==> config.mk <==
export PLATFORM = sky130hd
export DESIGN_NAME = linear_interp_resampler
export DESIGN_NICKNAME = d
export VERILOG_FILES = /design/src/rtl/lir_pkg.sv /design/src/rtl/linear_interp_resampler.sv /design/src/rtl/lir_lerp.sv /design/src/rtl/lir_ctrl.sv
export SDC_FILE = /design/constraint.sdc
export NUM_CORES = 1
export LEC_CHECK = 0
export BUFFER_PORTS_ARGS = -buffer_cell sky130_fd_sc_hd__buf_2
export CORE_MARGIN = 8
export CORE_UTILIZATION = 31
export CTS_CLUSTER_DIAMETER = 200
export DETAILED_ROUTE_END_ITERATION = 6
export PLACE_DENSITY = 0.47
export SYNTH_ARGS = -nofsm -noshare
export SYNTH_HDL_FRONTEND = slang
export SYNTH_SLANG_ARGS = --single-unit
==> constraint.sdc <==
create_clock -name clk -period 12.6 [get_ports clk]
set_input_delay 0 -clock clk [delete_from_list [all_inputs] [get_ports clk]]
set_output_delay 0 -clock clk [all_outputs]
set_load 0.005 [all_outputs]
==> src/rtl/lir_pkg.sv <==
// Shared constants, sequencer states and control types of the linear interpolation resampler.
package lir_pkg;

  localparam int SAMPLE_BITS_DEF = 16;
  localparam int FRAC_BITS_DEF   = 16;

  typedef enum logic [1:0] {
    ST_IDLE,
    ST_RUN,
    ST_TAIL,
    ST_WAIT
  } lir_state_t;

  // Load request for the output register, with the flags of the result.
  typedef struct packed {
    logic load;
    logic run_last;
    logic block_end;
  } lir_emit_t;

endpackage

==> src/rtl/linear_interp_resampler.sv <==
// Linear interpolation sample rate converter: one input item yields 0 to 16 result items.
// Each result is one pass through the shared multiply-add unit: issued in the run or tail
// state, handed off in the wait state; back pressure on the output stretches the hand-off.
// The output register lets the last result wait while the next input item is accepted.
// Synchronous active-low reset sets the step to 1.0 and clears history, phase and output valid.
module linear_interp_resampler #(
  parameter int SAMPLE_BITS = lir_pkg::SAMPLE_BITS_DEF,
  parameter int FRAC_BITS   = lir_pkg::FRAC_BITS_DEF
) (
  input  logic                                  clk,
  input  logic                                  rst_n,
  // Step register, unsigned Q4 with FRAC_BITS fraction bits.
  input  logic                                  cfg_wr_en,
  input  logic [FRAC_BITS+3:0]                  cfg_wr_data,
  // Input channel.
  input  logic                                  in_tvalid,
  output logic                                  in_tready,
  input  logic [((SAMPLE_BITS+7)/8)*8-1:0]      in_tdata,   // sample_in, zero padding
  input  logic                                  in_tlast,   // block_last
  // Result channel.
  output logic                                  out_tvalid,
  input  logic                                  out_tready,
  output logic [((SAMPLE_BITS+7)/8)*8-1:0]      out_tdata,  // sample_out, zero padding
  output logic                                  out_tlast,  // run_last
  output logic                                  out_tuser   // block_end
);
  import lir_pkg::*;

  localparam int TDATA_W = ((SAMPLE_BITS + 7) / 8) * 8;
  localparam logic [FRAC_BITS+3:0] STEP_ONE = (FRAC_BITS + 4)'(1) << FRAC_BITS;

  logic [FRAC_BITS+3:0]          phase_step_r;
  logic                          out_valid_r, out_valid_nxt;
  logic signed [SAMPLE_BITS-1:0] out_sample_r;
  logic                          out_last_r;
  logic                          out_bend_r;
  logic                          out_free;

  logic                          lerp_start;
  logic signed [SAMPLE_BITS-1:0] lerp_a;
  logic signed [SAMPLE_BITS-1:0] lerp_b;
  logic        [FRAC_BITS-1:0]   lerp_frac;
  logic signed [SAMPLE_BITS-1:0] lerp_res;
  lir_emit_t                     emit;

  // The step must only be rewritten while the block is idle; the block does not enforce this.
  always_ff @(posedge clk) begin
    if (!rst_n) begin
      phase_step_r <= STEP_ONE;
    end else if (cfg_wr_en) begin
      phase_step_r <= cfg_wr_data;
    end
  end

  // The sequencer walks the phase accumulator and hands each position to the shared unit.
  lir_ctrl #(
    .SAMPLE_BITS (SAMPLE_BITS),
    .FRAC_BITS   (FRAC_BITS)
  ) u_ctrl (
    .clk        (clk),
    .rst_n      (rst_n),
    .phase_step (phase_step_r),
    .in_valid   (in_tvalid),
    .in_ready   (in_tready),
    .in_sample  (in_tdata[SAMPLE_BITS-1:0]),
    .in_last    (in_tlast),
    .out_free   (out_free),
    .lerp_start (lerp_start),
    .lerp_a     (lerp_a),
    .lerp_b     (lerp_b),
    .lerp_frac  (lerp_frac),
    .emit       (emit)
  );

  // One multiplier serves every result, interpolated or repeated.
  lir_lerp #(
    .SAMPLE_BITS (SAMPLE_BITS),
    .FRAC_BITS   (FRAC_BITS)
  ) u_lerp (
    .clk   (clk),
    .start (lerp_start),
    .a     (lerp_a),
    .b     (lerp_b),
    .frac  (lerp_frac),
    .res   (lerp_res)
  );

  // Output register: free when empty or being drained this cycle.
  assign out_free = !out_valid_r || out_tready;

  always_comb begin
    out_valid_nxt = out_valid_r;
    if (emit.load) begin
      out_valid_nxt = 1'b1;
    end else if (out_tready) begin
      out_valid_nxt = 1'b0;
    end
  end

  always_ff @(posedge clk) begin
    if (!rst_n) begin
      out_valid_r <= 1'b0;
    end else begin
      out_valid_r <= out_valid_nxt;
    end
  end

  always_ff @(posedge clk) begin
    if (emit.load) begin
      out_sample_r <= lerp_res;
      out_last_r   <= emit.run_last;
      out_bend_r   <= emit.block_end;
    end
  end

  assign out_tvalid = out_valid_r;
  assign out_tdata  = TDATA_W'($unsigned(out_sample_r));
  assign out_tlast  = out_last_r;
  assign out_tuser  = out_bend_r;

endmodule

==> src/rtl/lir_lerp.sv <==
// Shared interpolation unit: registered multiply, then rounding add.
module lir_lerp #(
  parameter int SAMPLE_BITS = lir_pkg::SAMPLE_BITS_DEF,
  parameter int FRAC_BITS   = lir_pkg::FRAC_BITS_DEF
) (
  input  logic                          clk,
  input  logic                          start,
  input  logic signed [SAMPLE_BITS-1:0] a,
  input  logic signed [SAMPLE_BITS-1:0] b,
  input  logic        [FRAC_BITS-1:0]   frac,
  output logic signed [SAMPLE_BITS-1:0] res
);
  import lir_pkg::*;

  localparam int PROD_W = SAMPLE_BITS + FRAC_BITS + 2;
  localparam logic signed [PROD_W-1:0] HALF = PROD_W'(1) <<< (FRAC_BITS - 1);

  logic signed [SAMPLE_BITS:0]   diff;
  logic signed [PROD_W-1:0]      prod_nxt;
  logic signed [PROD_W-1:0]      prod_r;
  logic signed [SAMPLE_BITS-1:0] a_r;
  logic signed [PROD_W-1:0]      sum;

  assign diff     = $signed({b[SAMPLE_BITS-1], b}) - $signed({a[SAMPLE_BITS-1], a});
  assign prod_nxt = PROD_W'(diff) * PROD_W'($signed({1'b0, frac}));

  always_ff @(posedge clk) begin
    if (start) begin
      prod_r <= prod_nxt;
      a_r    <= a;
    end
  end

  // The result always lies between a and b, so the slice cannot overflow.
  assign sum = (PROD_W'(a_r) <<< FRAC_BITS) + prod_r + HALF;
  assign res = sum[FRAC_BITS+SAMPLE_BITS-1:FRAC_BITS];

endmodule

==> src/rtl/lir_ctrl.sv <==
// Sequencer of the resampler: phase accumulator, sample history and output scheduling.
module lir_ctrl #(
  parameter int SAMPLE_BITS = lir_pkg::SAMPLE_BITS_DEF,
  parameter int FRAC_BITS   = lir_pkg::FRAC_BITS_DEF
) (
  input  logic                          clk,
  input  logic                          rst_n,
  input  logic        [FRAC_BITS+3:0]   phase_step,
  input  logic                          in_valid,
  output logic                          in_ready,
  input  logic signed [SAMPLE_BITS-1:0] in_sample,
  input  logic                          in_last,
  input  logic                          out_free,
  output logic                          lerp_start,
  output logic signed [SAMPLE_BITS-1:0] lerp_a,
  output logic signed [SAMPLE_BITS-1:0] lerp_b,
  output logic        [FRAC_BITS-1:0]   lerp_frac,
  output lir_pkg::lir_emit_t            emit
);
  import lir_pkg::*;

  localparam int POS_W  = FRAC_BITS + 5;
  localparam int STEP_W = FRAC_BITS + 4;
  localparam logic [POS_W-1:0]  ONE_POS  = POS_W'(1) << FRAC_BITS;
  localparam logic [POS_W-1:0]  TWO_POS  = POS_W'(2) << FRAC_BITS;
  localparam logic [STEP_W-1:0] STEP_MIN = STEP_W'(1) << (FRAC_BITS - 3);

  lir_state_t state_r, state_nxt;
  logic signed [SAMPLE_BITS-1:0] cur_r, cur_nxt;
  logic signed [SAMPLE_BITS-1:0] prev_r, prev_nxt;
  logic                          last_r, last_nxt;
  logic                          have_prev_r, have_prev_nxt;
  logic        [POS_W-1:0]       pos_r, pos_nxt;
  logic                          ret_tail_r, ret_tail_nxt;
  logic                          fin_r, fin_nxt;
  logic                          bend_r, bend_nxt;

  logic [STEP_W-1:0] step_eff;
  logic [POS_W-1:0]  pos_add;
  logic              pos_lt_one;

  assign step_eff   = (phase_step < STEP_MIN) ? STEP_MIN : phase_step;
  assign pos_add    = pos_r + {1'b0, step_eff};
  assign pos_lt_one = pos_r < ONE_POS;

  assign lerp_a    = prev_r;
  assign lerp_b    = cur_r;
  assign lerp_frac = pos_r[FRAC_BITS-1:0];

  always_ff @(posedge clk) begin
    if (!rst_n) begin
      state_r     <= ST_IDLE;
      prev_r      <= '0;
      have_prev_r <= 1'b0;
      pos_r       <= '0;
      ret_tail_r  <= 1'b0;
    end else begin
      state_r     <= state_nxt;
      prev_r      <= prev_nxt;
      have_prev_r <= have_prev_nxt;
      pos_r       <= pos_nxt;
      ret_tail_r  <= ret_tail_nxt;
    end
  end

  always_ff @(posedge clk) begin
    cur_r  <= cur_nxt;
    last_r <= last_nxt;
    fin_r  <= fin_nxt;
    bend_r <= bend_nxt;
  end

  always_comb begin
    state_nxt      = state_r;
    cur_nxt        = cur_r;
    last_nxt       = last_r;
    prev_nxt       = prev_r;
    have_prev_nxt  = have_prev_r;
    pos_nxt        = pos_r;
    ret_tail_nxt   = ret_tail_r;
    fin_nxt        = fin_r;
    bend_nxt       = bend_r;
    in_ready       = 1'b0;
    lerp_start     = 1'b0;
    emit           = '0;
    unique case (state_r)
      ST_IDLE: begin
        in_ready = 1'b1;
        if (in_valid) begin
          cur_nxt  = in_sample;
          last_nxt = in_last;
          if (have_prev_r) begin
            state_nxt = ST_RUN;
          end else begin
            // First sample of a block only primes the history.
            prev_nxt      = in_sample;
            have_prev_nxt = 1'b1;
            state_nxt     = in_last ? ST_TAIL : ST_IDLE;
          end
        end
      end
      ST_RUN: begin
        if (pos_lt_one) begin
          lerp_start   = 1'b1;
          pos_nxt      = pos_add;
          ret_tail_nxt = 1'b0;
          // Last of the run unless the tail will still add a repeat.
          fin_nxt      = (pos_add >= ONE_POS) && !(last_r && (pos_add < TWO_POS));
          bend_nxt     = (pos_add >= ONE_POS) && !(last_r && (pos_add < TWO_POS)) && last_r;
          state_nxt    = ST_WAIT;
        end else begin
          pos_nxt   = pos_r - ONE_POS;
          prev_nxt  = cur_r;
          state_nxt = last_r ? ST_TAIL : ST_IDLE;
        end
      end
      ST_TAIL: begin
        // Here prev equals cur, so the unit returns the sample itself.
        if (pos_lt_one) begin
          lerp_start   = 1'b1;
          pos_nxt      = pos_add;
          ret_tail_nxt = 1'b1;
          fin_nxt      = pos_add >= ONE_POS;
          bend_nxt     = pos_add >= ONE_POS;
          state_nxt    = ST_WAIT;
        end else begin
          prev_nxt      = '0;
          have_prev_nxt = 1'b0;
          pos_nxt       = '0;
          state_nxt     = ST_IDLE;
        end
      end
      ST_WAIT: begin
        if (out_free) begin
          emit.load      = 1'b1;
          emit.run_last  = fin_r;
          emit.block_end = bend_r;
          state_nxt      = ret_tail_r ? ST_TAIL : ST_RUN;
        end
      end
      default: begin
        state_nxt = ST_IDLE;
      end
    endcase
  end

endmodule

# --- Word level (Yosys, flattened, before mapping) ---
# Index checks and enable logic that the tools add are counted.
# W data, S select, Z words.
op_classes:
  addsub: 5
  mul: 1
  magnitude_cmp: 4
  eq_ne: 10
  mux: 36
  reduce_logical: 18
op_table:
  columns: ["cell", "count"]
  rows:
  - ["$mux W16", 4]
  - ["$pmux W16 S3", 1]
  - ["$mux W21", 2]
  - ["$pmux W21 S2", 1]
  - ["$add A32 B17 Y32 const B", 1]
  - ["$add A32 B32 Y32", 1]
  - ["$mul A17 B17 Y32", 1]
  - ["$add A21 B20 Y21", 1]
  - ["$ge A21 B17 Y1 const B", 1]
  - ["$lt A21 B17 Y1 const B", 1]
  - ["$lt A21 B18 Y1 const B", 1]
  - ["$sub A21 B17 Y21 const B", 1]
  - ["$lt A20 B14 Y1 const B", 1]
  - ["$mux W20", 1]
  - ["$sub A16 B16 Y17", 1]
  - ["$mux W2", 8]
  - ["$mux W1", 12]
  - ["$ne A2 B2 Y1 const B", 5]
  - ["$pmux W1 S2", 4]
  - ["$pmux W2 S4", 1]
  - ["$mux W3", 2]
  - ["$reduce_and A2 Y1", 3]
  - ["$reduce_and A3 Y1", 2]
  - ["$reduce_bool A2 Y1", 3]
  - ["other kinds (10)", 15]
totals:
  register_bits: 147
  out_inout_bits: 20

# --- Depth between registers and ports, before layout ---
# Gate-level depths: netlist of the first run.
logic_depth:
  word_depth: 10
  ltp_mapped: 35
  mapped_depth_nobuf: 34

# --- Modules after synthesis ---
# Synthesis of the first run repeated with hierarchy kept, for this count alone.
unflattened:
  cells_unflattened: 1958
  area_unflattened_um2: 18024.8
by_module_without_submodules:
  columns: ["mod", "instances", "cells_per_inst", "area_each_um2", "seq_area_each_um2"]
  rows:
  - ["lir_lerp", 1, 1443, 12957.4, 991.0]
  - ["lir_ctrl", 1, 429, 3736.1, 1391.3]
  - ["linear_interp_resampler", 1, 86, 1331.3, 960.9]

# --- Least setup slack after synthesis of the first run ---
# No wires, ideal clock.
synth_path:
  path_kind: "register -> register"
  startpoint: "register u_ctrl.cur_r[0] (netlist: u_ctrl.lerp_b[0])"
  endpoint: "register u_lerp.prod_r[30] (data pin)"
  setup_ns: 0.262
  arrival_time_ns: 7.485
  setup_slack_ns: 4.853
  path_stages_with_launch: 35
  path_buffers: 1
  period_less_slack_ns: 7.747
  cell_sequence: "edfxtp_1 -> inv_1 -> ha_1 -> inv_1 -> fa_1 -> a211o_1 -> a211oi_2 -> o21bai_1 -> and2_1 -> nand2_1 -> nand2_1 -> o21ai_0 -> a21oi_2 -> buf_2 -> and2_1 -> fa_1 -> inv_1 -> fa_1 -> fa_1 -> inv_1 -> fa_1 -> fa_1 -> inv_1 -> fa_1 -> inv_1 -> ha_1 -> o21a_1 -> o21a_1 -> o21ai_0 -> a31oi_2 -> o41ai_4 -> a21oi_2 -> a31oi_2 -> o21ai_1 -> xor2_1"
synth_via:
  elab_chain_cells: 2
synth_rtl:
  columns: ["item", "line_no", "text"]
  rows:
  - ["start, declared", "lir_ctrl.sv:29", "logic signed [SAMPLE_BITS-1:0] cur_r, cur_nxt;"]
  - ["start signal, assigned", "lir_ctrl.sv:67", "cur_r <= cur_nxt;"]
  - ["$sub A16 B16 Y17", "lir_lerp.sv:24", "assign diff = $signed({b[SAMPLE_BITS-1], b}) - $signed({a[SAMPLE_BITS-1], a});"]
  - ["$mul A17 B17 Y32", "lir_lerp.sv:25", "assign prod_nxt = PROD_W'(diff) * PROD_W'($signed({1'b0, frac}));"]
  - ["net u_lerp.prod_nxt[30]", "lir_lerp.sv:19", "logic signed [PROD_W-1:0] prod_nxt;"]
  - ["end signal, assigned", "lir_lerp.sv:29", "prod_r <= prod_nxt;"]
  - ["end, declared", "lir_lerp.sv:20", "logic signed [PROD_W-1:0] prod_r;"]
# The timed path passes the listed nets, and every way through them passes these cells.
# A chain may end at the register's enable or synchronous reset.

# --- Final worst setup path of the first run ---
layout_path:
  startpoint: "register u_ctrl.cur_r[1] (netlist: u_ctrl.lerp_b[1])"
  endpoint: "register u_lerp.prod_r[30] (data pin)"
# The elaborated chain is that of the path after synthesis.

==> results of run 1 <==
final timing paths:
| check | from | depth (start not counted) | slack, ns | end |
|---|---|---|---|---|
| min reg2reg | u_ctrl.lerp_a[15] | 0 | 0.46 | u_lerp.a_r[15] |
| max | u_ctrl.lerp_b[1] | 31 | 4.02 | u_lerp.prod_r[30] |
| max reg2reg | u_ctrl.lerp_b[1] | 31 | 4.02 | u_lerp.prod_r[30] |
| min | cfg_wr_en | 3 | 0.12 | phase_step_r[8] |
cells in the final DEF (no fill, tap or decap), types with 13 or more instances in the layout:
master         instances
a211oi_1              19
a21o_1                14
a21oi_1               69
a22oi_1               13
and2_1               140
buf_2                 61
buf_4                 24
clkbuf_16             17
dfxtp_1               62
dlygate4sd3_1         41
edfxtp_1              70
fa_1                 262
ha_1                 140
inv_1                383
mux2i_1               20
nand2_1              195
nand3_1               32
nor2_1                97
nor2b_1               55
nor3_1                22
o211ai_1              18
o21a_1                18
o21ai_0               27
xnor2_1               54
xor2_1                19
power by group through the flow:
| stage | Combinational [W] | Clock [W] | Sequential, W |
|---|---|---|---|
| 2_1_floorplan | 0.00164 | 0 | 0.000683 |
| 3_3_place_gp | 0.00228 | 0 | 0.000747 |
| 3_5_place_dp | 0.00231 | 0 | 0.000749 |
| 4_1_cts | 0.00233 | 0.000485 | 0.000740 |
| 5_1_grt | 0.00260 | 0.000500 | 0.000751 |
| 6_report | 0.00228 | 0.000467 | 0.000737 |
kinds of logic (layout without fill, tap and decap cells):
group	after synthesis	after routing
AOI/OAI and AO/OA	259	259
xor gates and xnor gates	76	76
adders and majority gates	402	402
buffers and inverters	482	546
DFF	132	132
muxes	20	20
and+or+nand+nor	587	587
per-stage QoR:
step,setup WS [ns],cells
finish,4.02,2778
global route,3.44,2778
CTS,3.92,2778
detailed placement,3.96,2705
global placement,4.09,2705
floorplan,4.85,1958
critical path: cells and delay by family, from the launching register on:
kind	cells	cell delay [ns]
AOI/OAI and AO/OA	15	3.29
xor gates and xnor gates	1	0.15
adders and majority gates	8	3.64
buffers and inverters	5	0.45
DFF	1	0.45
and+or+nand+nor	2	0.31
cell type report:
class | instances | area [µm²]
clock inverter | 13 | 113
fill | 5818 | 36700
clock buffer | 19 | 433
sequential | 132 | 3340
tap | 756 | 946
inverter | 388 | 1460
timing repair buffer | 126 | 896
multi-input combinational | 1344 | 12600
sequential cells by signal, summed over array words and instances (netlist names):
register / cells
out_tdata: 16
out_tlast: 1
out_tuser: 1
out_tvalid: 1
phase_step_r: 20
u_ctrl.bend_r: 1
u_ctrl.fin_r: 1
u_ctrl.have_prev_r: 1
u_ctrl.last_r: 1
u_ctrl.lerp_a: 16
u_ctrl.lerp_b: 16
u_ctrl.pos_r: 21
u_ctrl.ret_tail_r: 1
u_ctrl.state_r: 2
u_lerp.a_r: 16
u_lerp.prod_r: 17
metal layers:
metal | wire [µm] | part of all wire, % | vias to the layer above
li1 | - | - | 6251
met1 | 21400 | 48 | 6528
met2 | 21700 | 48 | 174
met3 | 1170 | 2.6 | 40
met4 | 626 | 1.4 | 0
met5 | 0 | 0 | -
==> run_results.csv, run 1 <==
group,metric,value,unit
job,maxCapViolCount,0,
synth,synth.distinct_cells,71,
synth,synth_xor_area_share,3.75,%
clock_tree,hold_buffers,41,
final_layout,antenna_cells,0,
clock_tree,cts_setup_buffers,0,
synth,syn-num-nets,2402,
sta,tightest_slew,1.12,ns
sta,hold_viol_final,0,
detailed_routing,dr.first_iter.drc_count,552,
setup_path,worst-setup-path-type,"reg -> reg",
synth,synthArstFlopShare,0,%
synth,yosysWarningCount,0,
die,die_area,65200,µm²
detailed_routing,viasPerCell,4.68,
sta,skew,0.0114,ns
die,core_area,56500,µm²
global_routing,grt-ovfl-total,0,
sta,fmax,117,MHz
die,core.rowCount,87,
pwr,clockPowerShare,13.4,%
clock_tree,cts_tree,"built",
hold_path,holdCritPathClass,"in -> reg",
sta,slew_headroom,25.2,%
pwr,power_density,176,nW/µm²
final_layout,final_util,35.1,%
detailed_routing,ant_nets,0,
synth,synth.cell_area,17800,µm²
die,dieHeight,255,µm
final_layout,nets,2453,
pwr,swShare,50.9,%
place,hpwl,35800,µm
die,die_width,255,µm
synth,synth_seq_cells,132,
synth,synth_compound_area_share,10.4,%
synth,netlist.area_leader.share,29.5,%
setup_path,cpMaxStageDelayCell,"o21ai_4",
global_routing,grt_use_met1,18.5,%
global_routing,grt_pass1_wl,74700,µm
synth,synth.area.mux_share,1.13,%
global_routing,grt_max_degree,49,
synth,synthSimpleGateAreaFrac,16.2,%
setup_path,critical-path-max-stage-delay,0.74,ns
pwr,p_leak,9.23,nW
global_routing,use_met2,24.1,%
sta,grt_setup_unrepaired,"false",
setup_path,worst-endpoint-arrival,8.79,ns
clock_tree,cts_resized,0,
synth,yosysMostFrequentCell,"inv_1",
synth,ys_top_cells_by_count,"385 x inv_1, 262 x fa_1, 195 x nand2_1, 140 x and2_1, 140 x ha_1",
synth,ys_seq_area_share,18.8,%
clock_tree,cts_buffer_depth,2,
setup_path,cp-start-kind,"register",
place,port_buffers,61,
clock_tree,path_clk_slew,0.06,ns
synth,synthTopCellsByArea,"fa_1 30%, edfxtp_1 12%, ha_1 9.9%",
sta,tns,0,ns
die,initial_core_util,31.5,%
synth,syn_area_per_cell,9.07,µm²
global_routing,grt-busiest-layer,"met2",
sta,final_max_slew_viol_count,0,
final_layout,final_cell_area,19800,µm²
outcome,outcome,"finished clean",
setup_path,worstPathRequired,12.80,ns
sta,period_needed,8.58,ns
global_routing,met3_usage,2.43,%
clock_tree,cts_buffers,17,
synth,synth_edf_count,70,
global_routing,grt_usage,14.1,%
setup_path,crit_path_max_fanout,33,
clock_tree,clkSinkCount,132,
detailed_routing,wire_per_inst,16.1,µm
pwr,internal_power,0.00171,W
setup_path,critical_path.most_common_cell,"fa_1",
global_routing,grt_antenna_before_repair,1,
pwr,p_sw,0.00177,W
sta,period_share,68.1,%
synth,synth_adder_area_share,39.4,%
pwr,comb_power_share,65.5,%
detailed_routing,first_pass_iters,4,
sta,hold_ws,0.116,ns
final_layout,area_delta_synth_final,11.5,%
place,dpl_cell_area,18900,µm²
synth,synthCells,1958,
pwr,irDropWorstVdd,0.107,mV
synth,synth.largest_area_cell,"fa_1",
synth,synth_top_family_by_area,"adder cells",
detailed_routing,drc,0,
clock_tree,h-tree-depth,4,
global_routing,grt_pass1_vias,14000,
die,io_pins,62,
pwr,p_seq_share,21.1,%
setup_path,worst_setup_path_end_kind,"register",
clock_tree,cts-root-buf,"clkbuf_16",
pwr,total_power,0.00349,W
place,gp_congestion,0.802,
clock_tree,clkLatencyLatePin,0.46,ns
detailed_routing,num_vias,13000,
detailed_routing,routed_wl,44800,µm
final_layout,drive_gt1_share,7.76,%
synth,ys.flop_type,"edfxtp_1",
sta,setup_viol,0,
No activity file was read; power rests on OpenSTA's default activity.
==> run 2, diff against run 1 <==
- clock period: 12.6 -> 8.9 ns (I/O delays scaled with it)
==> run_results.csv, run 2 (synthesis gave the netlist of run 1 again) <==
group,metric,value,unit
sta,hold_ws,0.127,ns
pwr,p_leak,9.32,nW
final_layout,final_util,35.3,%
die,dieHeight,255,µm
outcome,outcome,"finished clean",
die,initial_core_util,31.5,%
clock_tree,cts-root-buf,"clkbuf_16",
sta,setup_viol,0,
sta,final_max_slew_viol_count,0,
final_layout,largest_reg_flops,21,
place,port_buffers,61,
final_layout,final_cell_mix,"383 x inv_1, 262 x fa_1, 195 x nand2_1",
detailed_routing,num_vias,13000,
sta,period_share,94.2,%
clock_tree,cts_buffer_depth,2,
detailed_routing,ant_nets,0,
die,io_pins,62,
sta,tightest_slew,1.23,ns
detailed_routing,dr.first_iter.drc_count,637,
setup_path,worst-endpoint-arrival,8.57,ns
place,hpwl,36200,µm
die,die_width,255,µm
die,core_area,56500,µm²
pwr,power_density,253,nW/µm²
final_layout,drive_gt1_share,8.17,%
die,die_area,65200,µm²
setup_path,crit_path_max_fanout,11,
job,maxCapViolCount,0,
sta,slew_headroom,17.7,%
setup_path,cpMaxStageDelayCell,"fa_1",
setup_path,crit_family,"adder cells",
setup_path,r2r_cells,33,
setup_path,r2r_start,"u_ctrl.lerp_b[0]",
pwr,internal_power,0.00254,W
detailed_routing,drc,0,
global_routing,grt_antenna_before_repair,2,
hold_path,hold_end,"phase_step_r[13]",
clock_tree,clkSinkCount,132,
final_layout,n_fill_cell,5823,
pwr,comb_power_share,64.4,%
detailed_routing,routed_wl,44700,µm
setup_path,critical_path.most_common_cell,"inv_1",
clock_tree,clkLatencyLatePin,0.45,ns
detailed_routing,viasPerCell,4.64,
clock_tree,path_clk_slew,0.06,ns
setup_path,worstPathRequired,9.09,ns
hold_path,worstHoldPathCells,3,
global_routing,grt_pass1_vias,13600,
setup_path,r2r_slack,0.52,ns
final_layout,top_regs,"u_ctrl.pos_r (21), phase_step_r (20), u_lerp.prod_r (17)",
final_layout,largest_register,"u_ctrl.pos_r",
hold_path,min_from,"cfg_wr_en",
detailed_routing,first_pass_iters,5,
clock_tree,cts_tree,"built",
global_routing,grt-ovfl-total,0,
pwr,irDropWorstVdd,0.157,mV
sta,grt_setup_unrepaired,"false",
pwr,p_sw,0.00251,W
setup_path,cp-start-kind,"register",
final_layout,nets,2463,
sta,tns,0,ns
sta,fmax,119,MHz
setup_path,r2r-end,"u_lerp.prod_r[27]",
sta,skew,0.0106,ns
clock_tree,h-tree-depth,4,
global_routing,grt_max_degree,49,
final_layout,area_delta_synth_final,12.3,%
sta,period_needed,8.38,ns
final_layout,final_common_cell,"inv_1",
setup_path,critical-path-max-stage-delay,0.53,ns
sta,hold_viol_final,0,
hold_path,holdCritPathClass,"in -> reg",
pwr,swShare,49.7,%
final_layout,antenna_cells,0,
clock_tree,cts_buffers,17,
pwr,clockPowerShare,15.0,%
global_routing,grt_pass1_wl,73300,µm
setup_path,critPathBufInv,8,
final_layout,multi_input_area,12600,µm²
setup_path,worst_setup_path_end_kind,"register",
die,core.rowCount,87,
pwr,p_seq_share,20.6,%
setup_path,worst-setup-path-type,"reg -> reg",
global_routing,grt_usage,13.9,%
place,gp_congestion,0.803,
detailed_routing,wire_per_inst,16.0,µm
final_layout,seqCellArea,3340,µm²
## run 2: power groups by stage
stage	clock (W)	combinational [W]	sequential (W)
after floorplan	0	0.00233	0.000966
after global routing	0.000802	0.00368	0.00106
after global placement	0	0.00325	0.00105
after CTS	0.000779	0.00331	0.00104
final	0.000754	0.00325	0.00104
after detailed placement	0	0.00328	0.00106
## run 2: final cells by class
class	count	share of cell area (%)
Multi-Input combinational cell	1344	63.2
Sequential cell	132	16.8
Clock buffer	20	2.24
Timing Repair Buffer	136	4.87
Inverter	388	7.30
Clock inverter	12	0.897
Tap cell	756	4.74
## run 2: per-layer routing
metal	share of wire, %	vias to the layer above	global-route usage (%)
met5	0	-	0
met1	48	6453	18.8
met2	48	196	23.6
met4	1.5	0	3.53
li1	-	6270	-
met3	2.8	31	1.65
## run 2: tightest hold or removal path: cells and delay by family
family | cells | cell delay (ns)
buffers and inverters | 1 | 0.28
muxes | 1 | 0.18
and+or+nand+nor | 1 | 0.07
## run 2: worst max-delay path by stage
stage / start / end / slack [ns] / depth (start not counted)
after floorplan: u_ctrl.lerp_b[0] / u_lerp.prod_r[30] / 1.15 / 34
after global placement: u_ctrl.lerp_b[0] / u_lerp.prod_r[30] / 0.58 / 33
after detailed placement: u_ctrl.lerp_b[0] / u_lerp.prod_r[27] / 0.47 / 33
after CTS: u_ctrl.lerp_b[0] / u_lerp.prod_r[27] / 0.48 / 33
after global routing: u_ctrl.lerp_b[0] / u_lerp.prod_r[27] / 0.01 / 33
final: u_ctrl.lerp_b[0] / u_lerp.prod_r[27] / 0.52 / 33
## run 2: metrics by stage
stage | setup WS, ns | total power, W | instances | area (µm²)
after floorplan | 1.15 | 0.00329 | 1958 | 17800
after global routing | 0.0147 | 0.00554 | 2788 | 20000
final | 0.520 | 0.00504 | 2788 | 20000
after detailed placement | 0.467 | 0.00434 | 2715 | 18900
after CTS | 0.477 | 0.00513 | 2788 | 20000
after global placement | 0.577 | 0.00431 | 2715 | 18900
## run 2: repair_timing
| action | CTS | global route |
|---|---|---|
| endpoints found under the hold margin | 59 | 0 |
| resized for setup | 0 | 0 |
| setup buffers | 0 | 0 |
| hold buffers | 41 | 0 |
==> run 3, diff against run 2 <==
- RECOVER_POWER: default -> 100
==> run_results.csv, run 3 (synthesis gave the netlist of run 1 again) <==
group,metric,value,unit
setup_path,r2r_start,"u_ctrl.lerp_b[0]",
hold_path,holdCritPathClass,"in -> reg",
setup_path,critical_path.most_common_cell,"inv_1",
global_routing,grt_max_degree,49,
setup_path,worst-endpoint-arrival,8.59,ns
final_layout,largest_register,"u_ctrl.pos_r",
global_routing,grt_usage,13.9,%
setup_path,critical-path-max-stage-delay,0.53,ns
die,core.rowCount,87,
sta,tightest_slew,1.99,ns
global_routing,grt_antenna_before_repair,2,
setup_path,crit_start,"u_ctrl.lerp_b[0]",
place,hpwl,36200,µm
place,dpl_cell_area,18900,µm²
pwr,power_density,253,nW/µm²
die,dieHeight,255,µm
detailed_routing,ant_nets,0,
clock_tree,cts_tree,"built",
die,core_area,56500,µm²
sta,hold_ws,0.129,ns
pwr,irDropWorstVdd,0.156,mV
final_layout,final_cell_mix,"385 x inv_1, 262 x fa_1, 195 x nand2_1",
outcome,failed_checks,"capacitance limit, slew limit",
final_layout,top_regs,"u_ctrl.pos_r (21), phase_step_r (20), u_lerp.prod_r (17)",
job,maxCapViolCount,1,
detailed_routing,drc,0,
clock_tree,clkSinkCount,132,
place,port_buffers,61,
die,io_pins,62,
place,gp_congestion,0.803,
hold_path,min_from,"cfg_wr_en",
detailed_routing,dr.first_iter.drc_count,626,
sta,grt_setup_unrepaired,"false",
clock_tree,cts_setup_buffers,0,
outcome,outcome,"finished, violations left",
final_layout,area_delta_synth_final,11.8,%
setup_path,crit_path_max_fanout,11,
sta,period_needed,8.40,ns
final_layout,largest_reg_flops,21,
hold_path,worstHoldPathCells,3,
setup_path,worst-setup-path-type,"reg -> reg",
clock_tree,cts_resized,0,
final_layout,antenna_cells,0,
setup_path,cpMaxStageDelayCell,"fa_1",
pwr,p_leak,9.22,nW
clock_tree,path_clk_slew,0.06,ns
sta,final_max_slew_viol_count,49,
sta,slew_headroom,-32.6,%
sta,hold_viol_final,0,
detailed_routing,num_vias,12900,
global_routing,grt_pass1_vias,13600,
final_layout,final_util,35.2,%
final_layout,drive_gt1_share,6.25,%
detailed_routing,wire_per_inst,16.0,µm
sta,skew,0.00944,ns
final_layout,nets,2463,
sta,setup_viol,0,
clock_tree,cts-root-buf,"clkbuf_16",
clock_tree,clkLatencyLatePin,0.45,ns
global_routing,grt_pass1_wl,73300,µm
setup_path,worstPathRequired,9.09,ns
detailed_routing,viasPerCell,4.64,
detailed_routing,first_pass_iters,7,
die,initial_core_util,31.5,%
final_layout,n_fill_cell,5850,
setup_path,worst_setup_path_end_kind,"register",
sta,tns,0,ns
global_routing,grt-ovfl-total,0,
final_layout,final_cell_area,19900,µm²
sta,period_share,94.3,%
setup_path,r2r_cells,33,
setup_path,cp-start-kind,"register",
detailed_routing,routed_wl,44700,µm
die,die_area,65200,µm²
die,die_width,255,µm
sta,fmax,119,MHz
clock_tree,h-tree-depth,4,
clock_tree,cts_buffers,17,
final_layout,final_common_cell,"inv_1",
clock_tree,cts_buffer_depth,2,
run 3: cell count changes in the layout (fill, tap and decap cells not counted), moves of 6 or more:
cell and delta:
and2_0 +6, and2_1 -6, buf_2 -29, o21ai_1 -6
clkbuf_1 +30, o21ai_0 +7
run 3: critical path: cells and delay by family (launching register included):
kind | cells | cell delay, ns
AOI/OAI and AO/OA | 7 | 1.89
xor gates and xnor gates | 2 | 0.47
adders and majority gates | 9 | 3.84
buffers and inverters | 8 | 0.43
DFF | 1 | 0.39
and+or+nand+nor | 7 | 1.11
run 3: per-stage QoR:
stage / instances / total power [W] / setup slack (ns)
after floorplan: 1958 / 0.00329 / 1.15
after global placement: 2715 / 0.00431 / 0.577
after detailed placement: 2715 / 0.00434 / 0.467
after CTS: 2788 / 0.00513 / 0.477
after global routing: 2788 / 0.00552 / 0.0356
final: 2788 / 0.00503 / 0.504
run 3: cell type report:
cell class                 instances  area (µm²)  area share (%)
multi-input combinational       1344       12600            63.3
sequential                       132        3340            16.8
inverter                         388        1460            7.33
tap                              756         946            4.76
timing repair buffer             136         928            4.67
clock buffer                      20         447            2.25
clock inverter                    12         179           0.900
run 3: final timing paths:
kind | endpoint | slack [ns]
worst max-delay path | u_lerp.prod_r[27] | 0.50
worst min register to register | u_lerp.a_r[15] | 0.46
worst max register to register | u_lerp.prod_r[27] | 0.50
worst min-delay path | phase_step_r[13] | 0.13
run 3: report_power, final:
| part | internal, W | leakage, nW | switching, W |
|---|---|---|---|
| clock network | 0.000476 | 0.308 | 0.000278 |
| registers | 0.000901 | 1.17 | 0.000141 |
| logic | 0.00115 | 7.74 | 0.00208 |
| total | 0.00253 | 9.22 | 0.00250 |
run 3: per-layer routing:
metal | wire (µm) | global-route usage, %
met2 | 21300 | 23.6
met4 | 702 | 3.53
met1 | 21500 | 18.8
met5 | 0 | 0
met3 | 1180 | 1.65
run 3: repair_timing:
item	4_1_cts	5_1_grt
setup endpoints to repair	0	0
endpoints found under the hold margin	59	0
hold buffers	41	0
